<file path="src/rtl/rtba_pkg.sv">
// ----------------------------------------------------------------------------
// rtba_pkg: shared types and constants for the RF time bunch averager
// Field widths, register indexes, datapath operations and the command and
// status bundles between controller and datapath.
// ----------------------------------------------------------------------------
package rtba_pkg;

   localparam int TIME_W      = 32;
   localparam int VAR_W       = 33;
   localparam int SUM_W       = 48;
   localparam int PERIOD_W    = 16;
   localparam int CSR_W       = 32;
   localparam int CSR_IDX_W   = 2;
   localparam int MAX_SAMPLES = 255;
   localparam int COUNT_W     = $clog2(MAX_SAMPLES + 1);

   // shared divider: 48-bit dividend, 17-bit divisor (twice the period, or the sample count)
   localparam int DIVIDEND_W  = 48;
   localparam int DIVISOR_W   = PERIOD_W + 1;
   localparam int DIV_STEPS   = DIVIDEND_W;
   localparam int DIV_CNT_W   = $clog2(DIV_STEPS);

   localparam int RSP_DATA_W  = ((TIME_W + VAR_W + 7) / 8) * 8;
   localparam int RSP_USER_W  = 2;

   localparam logic [PERIOD_W-1:0] BEAM_PERIOD_RESET = 16'd4008;

   localparam logic [CSR_IDX_W-1:0] REG_BEAM_PERIOD     = 2'd0;
   localparam logic [CSR_IDX_W-1:0] REG_RESOLUTION_SQ   = 2'd1;
   localparam logic [CSR_IDX_W-1:0] REG_OFFSET_VARIANCE = 2'd2;

   typedef enum logic [3:0] {
      OP_NONE,
      OP_LOAD,         // capture request
      OP_OVF,          // count full: drop sample, flag overflow
      OP_ADD_RAW,      // zero period: accumulate sample as is
      OP_SHIFT_START,  // load divider with (2|d| + P) / 2P
      OP_DIV_STEP,
      OP_ACCUM,        // accumulate bunch-shifted sample
      OP_SET_INVALID,
      OP_MEAN_START,
      OP_MEAN_DONE,    // store mean, start variance division
      OP_VAR_DONE,
      OP_EMIT
   } op_type;

   typedef struct packed {
      op_type op;
   } dp_cmd_type;

   typedef struct packed {
      logic div_last;
      logic count_full;
      logic count_zero;
      logic period_zero;
      logic last_sample;
      logic single_zero;
      logic out_free;
   } dp_status_type;

endpackage

</file>
<file path="src/rtl/rtba_div.sv">
// ----------------------------------------------------------------------------
// rtba_div: iterative restoring divider
// Unsigned divide, one quotient bit per cycle while step is held high.
// ----------------------------------------------------------------------------
module rtba_div (
   input  logic                                clock,
   input  logic                                reset,
   input  logic                                load,
   input  logic                                step,
   input  logic [rtba_pkg::DIVIDEND_W-1:0]     dividend,
   input  logic [rtba_pkg::DIVISOR_W-1:0]      divisor,
   output logic [rtba_pkg::DIVIDEND_W-1:0]     quotient,
   output logic [rtba_pkg::DIVISOR_W-1:0]      remainder,
   output logic                                last_step
);

   logic [rtba_pkg::DIVIDEND_W-1:0] quo_ff, quo_in;
   logic [rtba_pkg::DIVISOR_W-1:0]  rem_ff, rem_in;
   logic [rtba_pkg::DIVISOR_W-1:0]  dsr_ff, dsr_in;
   logic [rtba_pkg::DIV_CNT_W-1:0]  cnt_ff, cnt_in;
   logic [rtba_pkg::DIVISOR_W:0]    trial;
   logic                            fits;

   always_comb begin
      trial  = {rem_ff, quo_ff[rtba_pkg::DIVIDEND_W-1]};
      fits   = trial >= {1'b0, dsr_ff};
      quo_in = quo_ff;
      rem_in = rem_ff;
      dsr_in = dsr_ff;
      cnt_in = cnt_ff;
      if (load) begin
         quo_in = dividend;
         rem_in = '0;
         dsr_in = divisor;
         cnt_in = '0;
      end else if (step) begin
         quo_in = {quo_ff[rtba_pkg::DIVIDEND_W-2:0], fits};
         rem_in = fits ? rtba_pkg::DIVISOR_W'(trial - {1'b0, dsr_ff})
                       : trial[rtba_pkg::DIVISOR_W-1:0];
         cnt_in = cnt_ff + 1'b1;
      end
   end

   always_ff @(posedge clock) begin
      if (reset) begin
         cnt_ff <= '0;
      end else begin
         cnt_ff <= cnt_in;
      end
      quo_ff <= quo_in;
      rem_ff <= rem_in;
      dsr_ff <= dsr_in;
   end

   assign quotient  = quo_ff;
   assign remainder = rem_ff;
   assign last_step = cnt_ff == rtba_pkg::DIV_CNT_W'(rtba_pkg::DIV_STEPS - 1);

endmodule

</file>
<file path="src/rtl/rtba_datapath.sv">
// ----------------------------------------------------------------------------
// rtba_datapath: registers, event accumulator and result register
// Executes one operation per cycle as commanded by the controller.
// ----------------------------------------------------------------------------
module rtba_datapath (
   input  logic                                 clock,
   input  logic                                 reset,
   input  rtba_pkg::dp_cmd_type                 cmd,
   output rtba_pkg::dp_status_type              status,
   input  logic [rtba_pkg::TIME_W-1:0]          sample_time,
   input  logic                                 last_sample,
   input  logic                                 csr_we,
   input  logic [rtba_pkg::CSR_IDX_W-1:0]       csr_index,
   input  logic [rtba_pkg::CSR_W-1:0]           csr_wdata,
   output logic [rtba_pkg::TIME_W-1:0]          average_time,
   output logic [rtba_pkg::VAR_W-1:0]           average_variance,
   output logic                                 variance_invalid,
   output logic                                 sample_overflow,
   output logic                                 rsp_valid,
   input  logic                                 rsp_ready
);

   localparam int TW = rtba_pkg::TIME_W;
   localparam int SW = rtba_pkg::SUM_W;
   localparam int PW = rtba_pkg::PERIOD_W;
   localparam int DW = rtba_pkg::DIVIDEND_W;
   localparam int RW = rtba_pkg::DIVISOR_W;
   localparam int CW = rtba_pkg::COUNT_W;
   localparam int VW = rtba_pkg::VAR_W;

   // configuration
   logic [PW-1:0]        period_ff;
   logic [TW-1:0]        res_sq_ff;
   logic [TW-1:0]        offset_var_ff;

   // event state
   logic [TW-1:0]        ref_ff, ref_in;
   logic [SW-1:0]        sum_ff, sum_in;
   logic [CW-1:0]        count_ff, count_in;
   logic                 ovf_ff, ovf_in;

   // working registers
   logic [TW-1:0]        t_ff, t_in;
   logic                 last_ff, last_in;
   logic [TW:0]          abs_ff, abs_in;
   logic                 sign_ff, sign_in;
   logic [TW-1:0]        mean_ff, mean_in;
   logic [VW-1:0]        var_ff, var_in;
   logic                 inv_ff, inv_in;

   // result register
   logic [TW-1:0]        rsp_time_ff, rsp_time_in;
   logic [VW-1:0]        rsp_var_ff, rsp_var_in;
   logic                 rsp_inv_ff, rsp_inv_in;
   logic                 rsp_ovf_ff, rsp_ovf_in;
   logic                 rsp_valid_ff, rsp_valid_in;

   // divider hookup
   logic                 div_load;
   logic [DW-1:0]        div_dividend;
   logic [RW-1:0]        div_divisor;
   logic [DW-1:0]        div_quo;
   logic [RW-1:0]        div_rem;
   logic                 div_last;

   logic [VW-1:0]        single;
   logic                 count_zero;
   logic [TW+1:0]        target;
   logic [TW+1:0]        diff;
   logic [TW+1:0]        diff_abs;
   logic [TW+2:0]        twice_mag;
   logic [TW+1:0]        mag;
   logic [TW+2:0]        shifted;
   logic [SW-1:0]        sum_abs;
   logic [TW-1:0]        quo_low;

   rtba_div u_div (
      .clock     (clock),
      .reset     (reset),
      .load      (div_load),
      .step      (cmd.op == rtba_pkg::OP_DIV_STEP),
      .dividend  (div_dividend),
      .divisor   (div_divisor),
      .quotient  (div_quo),
      .remainder (div_rem),
      .last_step (div_last)
   );

   always_comb begin
      single     = {1'b0, res_sq_ff} + {1'b0, offset_var_ff};
      count_zero = count_ff == '0;

      // d = target - t, target is zero for the first sample of an event
      target   = count_zero ? '0 : {{2{ref_ff[TW-1]}}, ref_ff};
      diff     = target - {{2{t_ff[TW-1]}}, t_ff};
      diff_abs = diff[TW+1] ? (~diff + 1'b1) : diff;

      // n*P = (2|d| + P - r) / 2 from the divider remainder
      twice_mag = {1'b0, abs_ff, 1'b0} + {{(TW+3-PW){1'b0}}, period_ff}
                - {{(TW+3-RW){1'b0}}, div_rem};
      mag       = twice_mag[TW+2:1];
      shifted   = sign_ff ? ({{3{t_ff[TW-1]}}, t_ff} + {1'b0, mag})
                          : ({{3{t_ff[TW-1]}}, t_ff} - {1'b0, mag});

      sum_abs = sum_ff[SW-1] ? (~sum_ff + 1'b1) : sum_ff;
      quo_low = div_quo[TW-1:0];

      ref_in    = ref_ff;
      sum_in    = sum_ff;
      count_in  = count_ff;
      ovf_in    = ovf_ff;
      t_in      = t_ff;
      last_in   = last_ff;
      abs_in    = abs_ff;
      sign_in   = sign_ff;
      mean_in   = mean_ff;
      var_in    = var_ff;
      inv_in    = inv_ff;
      rsp_time_in  = rsp_time_ff;
      rsp_var_in   = rsp_var_ff;
      rsp_inv_in   = rsp_inv_ff;
      rsp_ovf_in   = rsp_ovf_ff;
      rsp_valid_in = rsp_valid_ff && !rsp_ready;
      div_load     = 1'b0;
      div_dividend = '0;
      div_divisor  = '0;

      unique case (cmd.op)
         rtba_pkg::OP_LOAD: begin
            t_in    = sample_time;
            last_in = last_sample;
         end
         rtba_pkg::OP_OVF: begin
            ovf_in = 1'b1;
         end
         rtba_pkg::OP_ADD_RAW: begin
            if (count_zero) begin
               ref_in = t_ff;
            end
            sum_in   = sum_ff + {{(SW-TW){t_ff[TW-1]}}, t_ff};
            count_in = count_ff + 1'b1;
         end
         rtba_pkg::OP_SHIFT_START: begin
            abs_in       = diff_abs[TW:0];
            sign_in      = !diff[TW+1] && (diff != '0);
            div_load     = 1'b1;
            div_dividend = {{(DW-TW-2){1'b0}}, diff_abs[TW:0], 1'b0}
                         + {{(DW-PW){1'b0}}, period_ff};
            div_divisor  = {period_ff, 1'b0};
         end
         rtba_pkg::OP_ACCUM: begin
            // first sample: its shift toward the reference is the reference
            if (count_zero) begin
               ref_in = shifted[TW-1:0];
            end
            sum_in   = sum_ff + {{(SW-TW-3){shifted[TW+2]}}, shifted};
            count_in = count_ff + 1'b1;
         end
         rtba_pkg::OP_SET_INVALID: begin
            mean_in = ref_ff;
            var_in  = '0;
            inv_in  = 1'b1;
         end
         rtba_pkg::OP_MEAN_START: begin
            sign_in      = sum_ff[SW-1];
            div_load     = 1'b1;
            div_dividend = sum_abs;
            div_divisor  = RW'(count_ff);
         end
         rtba_pkg::OP_MEAN_DONE: begin
            mean_in      = sign_ff ? (~quo_low + 1'b1) : quo_low;
            inv_in       = 1'b0;
            div_load     = 1'b1;
            div_dividend = DW'(single);
            div_divisor  = RW'(count_ff);
         end
         rtba_pkg::OP_VAR_DONE: begin
            var_in = div_quo[VW-1:0];
         end
         rtba_pkg::OP_EMIT: begin
            rsp_time_in  = mean_ff;
            rsp_var_in   = var_ff;
            rsp_inv_in   = inv_ff;
            rsp_ovf_in   = ovf_ff;
            rsp_valid_in = 1'b1;
            ref_in       = '0;
            sum_in       = '0;
            count_in     = '0;
            ovf_in       = 1'b0;
         end
         default: begin
         end
      endcase
   end

   always_ff @(posedge clock) begin
      if (reset) begin
         period_ff     <= rtba_pkg::BEAM_PERIOD_RESET;
         res_sq_ff     <= '0;
         offset_var_ff <= '0;
         ref_ff        <= '0;
         sum_ff        <= '0;
         count_ff      <= '0;
         ovf_ff        <= 1'b0;
         rsp_valid_ff  <= 1'b0;
      end else begin
         if (csr_we) begin
            unique case (csr_index)
               rtba_pkg::REG_BEAM_PERIOD:     period_ff     <= csr_wdata[PW-1:0];
               rtba_pkg::REG_RESOLUTION_SQ:   res_sq_ff     <= csr_wdata;
               rtba_pkg::REG_OFFSET_VARIANCE: offset_var_ff <= csr_wdata;
               default: begin
               end
            endcase
         end
         ref_ff       <= ref_in;
         sum_ff       <= sum_in;
         count_ff     <= count_in;
         ovf_ff       <= ovf_in;
         rsp_valid_ff <= rsp_valid_in;
      end
      t_ff        <= t_in;
      last_ff     <= last_in;
      abs_ff      <= abs_in;
      sign_ff     <= sign_in;
      mean_ff     <= mean_in;
      var_ff      <= var_in;
      inv_ff      <= inv_in;
      rsp_time_ff <= rsp_time_in;
      rsp_var_ff  <= rsp_var_in;
      rsp_inv_ff  <= rsp_inv_in;
      rsp_ovf_ff  <= rsp_ovf_in;
   end

   always_comb begin
      status.div_last    = div_last;
      status.count_full  = count_ff == CW'(rtba_pkg::MAX_SAMPLES);
      status.count_zero  = count_zero;
      status.period_zero = period_ff == '0;
      status.last_sample = last_ff;
      status.single_zero = single == '0;
      status.out_free    = !rsp_valid_ff || rsp_ready;
   end

   assign average_time     = rsp_time_ff;
   assign average_variance = rsp_var_ff;
   assign variance_invalid = rsp_inv_ff;
   assign sample_overflow  = rsp_ovf_ff;
   assign rsp_valid        = rsp_valid_ff;

endmodule

</file>
<file path="src/rtl/rtba_ctrl.sv">
// ----------------------------------------------------------------------------
// rtba_ctrl: sequencing state machine
// Steps each request through shift and accumulate (or a raw add or an overflow
// drop) and, on the last sample of an event, the mean and variance divisions
// (skipped for an invalid variance) and the result write.
module rtba_ctrl (
   input  logic                     clock,
   input  logic                     reset,
   input  logic                     req_valid,
   output logic                     req_ready,
   output rtba_pkg::dp_cmd_type     cmd,
   input  rtba_pkg::dp_status_type  status
);

   localparam logic [3:0] ST_IDLE      = 4'd0;
   localparam logic [3:0] ST_CHECK     = 4'd1;
   localparam logic [3:0] ST_DIV_SHIFT = 4'd2;
   localparam logic [3:0] ST_ACCUM     = 4'd3;
   localparam logic [3:0] ST_END_CHECK = 4'd4;
   localparam logic [3:0] ST_DIV_MEAN  = 4'd5;
   localparam logic [3:0] ST_MEAN_DONE = 4'd6;
   localparam logic [3:0] ST_DIV_VAR   = 4'd7;
   localparam logic [3:0] ST_VAR_DONE  = 4'd8;
   localparam logic [3:0] ST_EMIT      = 4'd9;

   logic [3:0] state_ff, state_in;

   always_comb begin
      state_in  = state_ff;
      cmd.op    = rtba_pkg::OP_NONE;
      req_ready = 1'b0;
      unique case (state_ff)
         ST_IDLE: begin
            req_ready = 1'b1;
            if (req_valid) begin
               cmd.op   = rtba_pkg::OP_LOAD;
               state_in = ST_CHECK;
            end
         end
         ST_CHECK: begin
            priority if (status.count_full) begin
               cmd.op   = rtba_pkg::OP_OVF;
               state_in = ST_END_CHECK;
            end else if (status.period_zero) begin
               cmd.op   = rtba_pkg::OP_ADD_RAW;
               state_in = ST_END_CHECK;
            end else begin
               cmd.op   = rtba_pkg::OP_SHIFT_START;
               state_in = ST_DIV_SHIFT;
            end
         end
         ST_DIV_SHIFT: begin
            cmd.op = rtba_pkg::OP_DIV_STEP;
            if (status.div_last) begin
               state_in = ST_ACCUM;
            end
         end
         ST_ACCUM: begin
            cmd.op   = rtba_pkg::OP_ACCUM;
            state_in = ST_END_CHECK;
         end
         ST_END_CHECK: begin
            priority if (!status.last_sample) begin
               state_in = ST_IDLE;
            end else if (status.single_zero || status.count_zero) begin
               cmd.op   = rtba_pkg::OP_SET_INVALID;
               state_in = ST_EMIT;
            end else begin
               cmd.op   = rtba_pkg::OP_MEAN_START;
               state_in = ST_DIV_MEAN;
            end
         end
         ST_DIV_MEAN: begin
            cmd.op = rtba_pkg::OP_DIV_STEP;
            if (status.div_last) begin
               state_in = ST_MEAN_DONE;
            end
         end
         ST_MEAN_DONE: begin
            cmd.op   = rtba_pkg::OP_MEAN_DONE;
            state_in = ST_DIV_VAR;
         end
         ST_DIV_VAR: begin
            cmd.op = rtba_pkg::OP_DIV_STEP;
            if (status.div_last) begin
               state_in = ST_VAR_DONE;
            end
         end
         ST_VAR_DONE: begin
            cmd.op   = rtba_pkg::OP_VAR_DONE;
            state_in = ST_EMIT;
         end
         ST_EMIT: begin
            // wait for the result register to drain
            if (status.out_free) begin
               cmd.op   = rtba_pkg::OP_EMIT;
               state_in = ST_IDLE;
            end
         end
         default: begin
            state_in = ST_IDLE;
         end
      endcase
   end

   always_ff @(posedge clock) begin
      if (reset) begin
         state_ff <= ST_IDLE;
      end else begin
         state_ff <= state_in;
      end
   end

endmodule

</file>
<file path="src/rtl/rf_time_bunch_aligned_average.sv">
// ----------------------------------------------------------------------------
// rf_time_bunch_aligned_average: bunch-aligned mean of RF time samples
// Averages the RF time samples of one event after moving each by whole beam
// periods onto the bunch of the first sample.
//
// Request channel: one sample per request, tlast marks the event's last one.
// Response channel: one result per event, sent after its last request.
// Configuration: csr_we writes csr_wdata to register csr_index (0 beam
// period, 1 resolution squared, 2 offset variance); write only while idle.
//
// Sequence: each request goes through accept, set-up, a division on the shared
// one-bit-per-cycle divider, accumulate and end check; with a zero period or a
// full sample count a raw add or an overflow drop replaces set-up, division
// and accumulate. The last request of an event then adds the mean and variance
// divisions with their store steps (skipped for an invalid variance) and the
// result write; a new request is taken only after the last one is through.
// Reset clears the event state and restores the register defaults.
// A stalled response holds in its output register; the next event's
// requests are still taken until that event needs the register itself.
// ----------------------------------------------------------------------------
module rf_time_bunch_aligned_average (
   input  logic                                 clock,
   input  logic                                 reset,
   // sample_time [31:0]
   input  logic [rtba_pkg::TIME_W-1:0]          req_tdata,
   input  logic                                 req_tlast,
   input  logic                                 req_tvalid,
   output logic                                 req_tready,
   // average_time [31:0], average_variance [64:32], zero fill [71:65]
   output logic [rtba_pkg::RSP_DATA_W-1:0]      rsp_tdata,
   // variance_invalid [0], sample_overflow [1]
   output logic [rtba_pkg::RSP_USER_W-1:0]      rsp_tuser,
   output logic                                 rsp_tvalid,
   input  logic                                 rsp_tready,
   input  logic                                 csr_we,
   input  logic [rtba_pkg::CSR_IDX_W-1:0]       csr_index,
   input  logic [rtba_pkg::CSR_W-1:0]           csr_wdata
);

   rtba_pkg::dp_cmd_type          cmd;
   rtba_pkg::dp_status_type       status;
   logic [rtba_pkg::TIME_W-1:0]   average_time;
   logic [rtba_pkg::VAR_W-1:0]    average_variance;
   logic                          variance_invalid;
   logic                          sample_overflow;

   rtba_ctrl u_ctrl (
      .clock     (clock),
      .reset     (reset),
      .req_valid (req_tvalid),
      .req_ready (req_tready),
      .cmd       (cmd),
      .status    (status)
   );

   rtba_datapath u_datapath (
      .clock            (clock),
      .reset            (reset),
      .cmd              (cmd),
      .status           (status),
      .sample_time      (req_tdata),
      .last_sample      (req_tlast),
      .csr_we           (csr_we),
      .csr_index        (csr_index),
      .csr_wdata        (csr_wdata),
      .average_time     (average_time),
      .average_variance (average_variance),
      .variance_invalid (variance_invalid),
      .sample_overflow  (sample_overflow),
      .rsp_valid        (rsp_tvalid),
      .rsp_ready        (rsp_tready)
   );

   assign rsp_tdata = {{(rtba_pkg::RSP_DATA_W - rtba_pkg::TIME_W - rtba_pkg::VAR_W){1'b0}},
                       average_variance, average_time};
   assign rsp_tuser = {sample_overflow, variance_invalid};

endmodule

</file>
<file path="config.mk">
export PLATFORM = sky130hd
export DESIGN_NAME = rf_time_bunch_aligned_average
export DESIGN_NICKNAME = d
export VERILOG_FILES = /design/src/rtl/rtba_pkg.sv /design/src/rtl/rtba_div.sv /design/src/rtl/rtba_datapath.sv /design/src/rtl/rtba_ctrl.sv /design/src/rtl/rf_time_bunch_aligned_average.sv
export SDC_FILE = /design/constraint.sdc
export NUM_CORES = 2
export LEC_CHECK = 0
export ABC_AREA = 1
export BUFFER_PORTS_ARGS = -buffer_cell sky130_fd_sc_hd__buf_2
export CORE_UTILIZATION = 55
export CTS_BUF_LIST = sky130_fd_sc_hd__clkbuf_4
export DETAILED_ROUTE_END_ITERATION = 16
export PLACE_DENSITY = 0.71
export REMOVE_ABC_BUFFERS = 1
export SYNTH_ARGS = -nofsm -noshare
export SYNTH_HDL_FRONTEND = slang
export SYNTH_SLANG_ARGS = --single-unit
</file>
<file path="constraint.sdc">
create_clock -name clock -period 8 [get_ports clock]
set_input_delay 2 -clock clock [delete_from_list [all_inputs] [get_ports clock]]
set_output_delay 2 -clock clock [all_outputs]
set_load 0.05 [all_outputs]
</file>
==> run summary <==
The power density over cell area is 467 mW/mm^2. Counting instances, the worst hold path has a depth of 0. For the pin with the worst max-slew slack, the measured transition is between 1 and 1.5 ns. Derived from the worst setup path, the maximum achievable clock frequency is 128 MHz. The number of synthesized flops with an enable pin is about 270.

The number of buffers added by the clock tree synthesis step came out at 120. Of the post-synthesis cell area, the dominant cell type holds 0.219. In this run the standard cell core region covers around 0.065 mm^2.

The worst setup path category is register to register. The number of pins exceeding their max-slew limit in the final report is 0. The slowest stage of the critical path is the fa_1 cell. The proportion of synthesized chip area in sequential cells is 0.327. Hold repair after CTS inserted 0 buffers.

Dividing the final minimum period by the clock period gives 0.976. The number of buffers added on ports came out at 140. The initial antenna violation count is 3. The cell count after synthesis is ~5.2k. In this run the clock root is driven by a clkbuf_4. The worst supply voltage drop on vdd came out at 0.000308 V. The count of max-cap constraint violations came out at 0. For this run, the slowest stage of the critical path takes 0.56 ns.

Synthesis instantiated 67 different standard cells from the library. The total overflow reported by the global router came out at 0. In the routed design, unresolved DRC markers number 0.

The remaining antenna violation count after routing is 0. The boundary pin count came out at between 100 and 150. The final clock skew is 0.133 ns. The total of flip-flops plus latches after synthesis came out at 462. The depth of the worst register-to-register path came out at between 40 and 50. The worst hold path belongs to the class register to register.

The most common cell type on the critical path is nand2_1. The standby leakage power is around 20 nW. STA classifies the critical path endpoint as a register. For the worst-skew pair, the clock arrives at the later sink with an insertion delay of 1.01 ns.

The congestion estimate from routability-driven global placement came to around 1.1. Row generation in the floorplan step produced 93 rows. Setup violations remaining at the end of the flow were counted as 0. For this run, global-route usage on met1 was measured as 0.508. In this run the worst setup path terminates at u_datapath.sum_ff[43].

The count of endpoints failing hold in the final timing report was 0. Yosys attributes the largest share of cell area to edfxtp_1 22%, nand2_1 12%, dfxtp_1 11%. The met2 capacity usage during global routing is 0.623. The detail-routed via count per cell came out at between 5 and 6. The number of DRC markers after the initial detailed-route iteration came out at about 4.0k. The area of the die is approximately 0.067 mm^2. For this run, global-route usage on met3 was measured as 0.0776.

In this run the horizontal extent of the chip is approximately 260 um. For this run, the leading register cell type out of synthesis is edfxtp_1. The first-pass GRT wire length is 200000 um. For the finished layout, the period the worst path requires is roughly 7.8 ns.

The setup slack of the worst register-to-register path came out at between 0.15 and 0.2 ns. The worst register-to-register path ends at u_datapath.sum_ff[43]. Once detailed placement completed, the half-perimeter wirelength came to ~110000 um.

In the synthesized netlist the async set-or-reset flop fraction comes to 0. The clock tree buffer depth came out at 3. The die height came out at 259 um. nand2_1 is the most common cell in the netlist. Sorting the synthesized cells by how often they occur yields 1190 x nand2_1, 769 x inv_1, 621 x nor2_1, 383 x o21ai_0, 336 x a21oi_1.

The critical path arrival is 8.61 ns. The startpoint identified for the worst register-to-register timing path is u_datapath.period_ff[1]. After clock tree synthesis, the clock-pin slew on the worst setup and hold paths is around 0.080 ns. The final worst setup slack is a little under 0.2 ns. The worst-case setup slack after placement is -0.150 ns.

The worst slack on hold paths is 0.385 ns. The worst setup path is launched from a register. The fraction of layout instances using a drive strength above 1 is 0.162.

TritonCTS built the clock tree. The combined flip-flop and latch cell area is around 0.012 mm^2. Tracing the worst setup path back leads to its startpoint at u_datapath.period_ff[1].

In this run the number of H-tree levels came out at 3. The run finished with clean final reports. The via total after detailed routing is 38.1k.

After detailed routing, the total wire length is 137000 um. The via count of the first global-routing pass came out at about 35k. The cell area after synthesis is ~0.036 mm^2. The most used routing layer in global routing is met2. Compared with the post-synthesis result, the final layout area differs by 15.6%.

Of all nets on the critical path, the largest fanout is 5. The utilization of the core after routing came out at 0.648. Each instance of the synthesized netlist takes up on average 6.94 um^2. For this configuration, the core starts out at a cell density of 0.561. The area of the multi-input gates came out at 0.0217 mm^2. The required time of the critical path is 8.81 ns. For this run, the number of Yosys warnings is 0.

The number of nets at the end of the flow came out at 5962. edfxtp_1 takes more of the synthesized area than any other cell. The first TritonRoute pass finished after 6 iterations.

The maximum number of pins on one net before global-route repair is 95. The tree built by TritonCTS fans out to roughly 460 sinks. In this run the tightest slew margin relative to its limit is 0.221. The aggregate global-route resource usage came out at 0.394. Setup repair after global routing could not meet its margin everywhere.

The per-cell routed wire length is between 20 and 25 um. The count of filler cells inserted in the layout is between 6k and 7k.
## cell type report
class	count	share of cell area
repair buffers	399	0.0637
clock inverters	39	0.00554
flip-flops and latches	462	0.283
multi-input cells	3857	0.517
inverters	804	0.0718
well taps	855	0.0255
diodes	1	0.0000596
clock buffers	188	0.0336
## where the power goes
| group | total [mW] | leakage [nW] | internal [mW] | switching [mW] |
|---|---|---|---|---|
| Combinational | 13.8 | 14.8 | 4.93 | 8.86 |
| Sequential | 3.63 | 4.15 | 3.08 | 0.548 |
| Clock | 2.21 | 0.974 | 1.09 | 1.11 |
| Total | 19.6 | 19.9 | 9.11 | 10.5 |
## flip-flops by register name (all words and copies together) (netlist names), 32 cells and up
| register | count |
|---|---|
| u_datapath.abs_ff | 33 |
| u_datapath.average_time | 32 |
| u_datapath.average_variance | 33 |
| u_datapath.mean_ff | 32 |
| u_datapath.offset_var_ff | 32 |
| u_datapath.ref_ff | 32 |
| u_datapath.res_sq_ff | 32 |
| u_datapath.sum_ff | 48 |
| u_datapath.t_ff | 32 |
| u_datapath.u_div.quotient | 48 |
| u_datapath.var_ff | 33 |
## layout by cell type, fill, tap and decap left out, drive strengths merged, types with 7 or more instances in the layout
cell	n
nand3b	16
clkbuf	189
nand2	1244
o21a	20
nor2	663
nor4	19
a32o	9
conb	7
o21ai	393
a21oi	340
o221ai	7
fa	22
a21o	19
nor3	75
a211oi	11
o21bai	19
o211ai	24
nand3	296
ha	224
xnor2	45
nand4	109
o22ai	21
clkinv	41
or2	45
edfxtp	265
buf	398
a31oi	31
inv	802
o31ai	9
dfxtp	197
xor2	147
## worst min-delay path by stage
stage,start,end
finish,u_datapath.mean_ff[15],u_datapath.average_time[15]
global placement,u_datapath.mean_ff[9],u_datapath.average_time[9]
global route,u_datapath.mean_ff[15],u_datapath.average_time[15]
CTS,u_datapath.mean_ff[15],u_datapath.average_time[15]
floorplan,u_datapath.mean_ff[0],u_datapath.average_time[0]
detailed placement,u_datapath.mean_ff[11],u_datapath.average_time[11]
## stage by stage
stage	setup TNS (ns)	total power [mW]	area (um^2)	cells
final	0	19.6	42000	6605
after global routing	-1.16	20.8	42000	6605
after CTS	0	18.4	41100	6585
after detailed placement	-0.294	16.1	39500	6358
after global placement	-0.0242	16.1	39500	6358
after floorplan	-4.26	11.3	35800	5123
## worst max-delay path: cells and delay by family (launching register included)
kind / cells / cell delay (ns)
DFF: 1 / 0.33
buffers and inverters: 7 / 0.84
AOI/OAI and AO/OA: 13 / 1.84
and+or+nand+nor: 19 / 2.06
xor gates and xnor gates: 2 / 0.58
adders and majority gates: 5 / 1.93
## cell families after synthesis
logic type               count (synthesis)  synth area share
buffers and inverters                  924            0.0975
AND/OR/NAND/NOR                       2482             0.297
XOR/XNOR                               192            0.0465
adder cells (fa/ha/maj)                246            0.0892
flip-flops                             462             0.327
other                                    1          0.000103
AO/OA/AOI/OAI                          930             0.142
## what timing repair did
item,CTS,global route
resized for setup,5,170
pin swaps,0,36
gates cloned,0,1
endpoints found under the setup margin,6,28
setup buffers,0,18
## routing by layer
metal	part of all wire	wire (um)
met5	0	0
met3	0.11	15000
met1	0.39	54000
met4	0.058	7890
met2	0.44	59900
(Power assumes the default switching activity.)
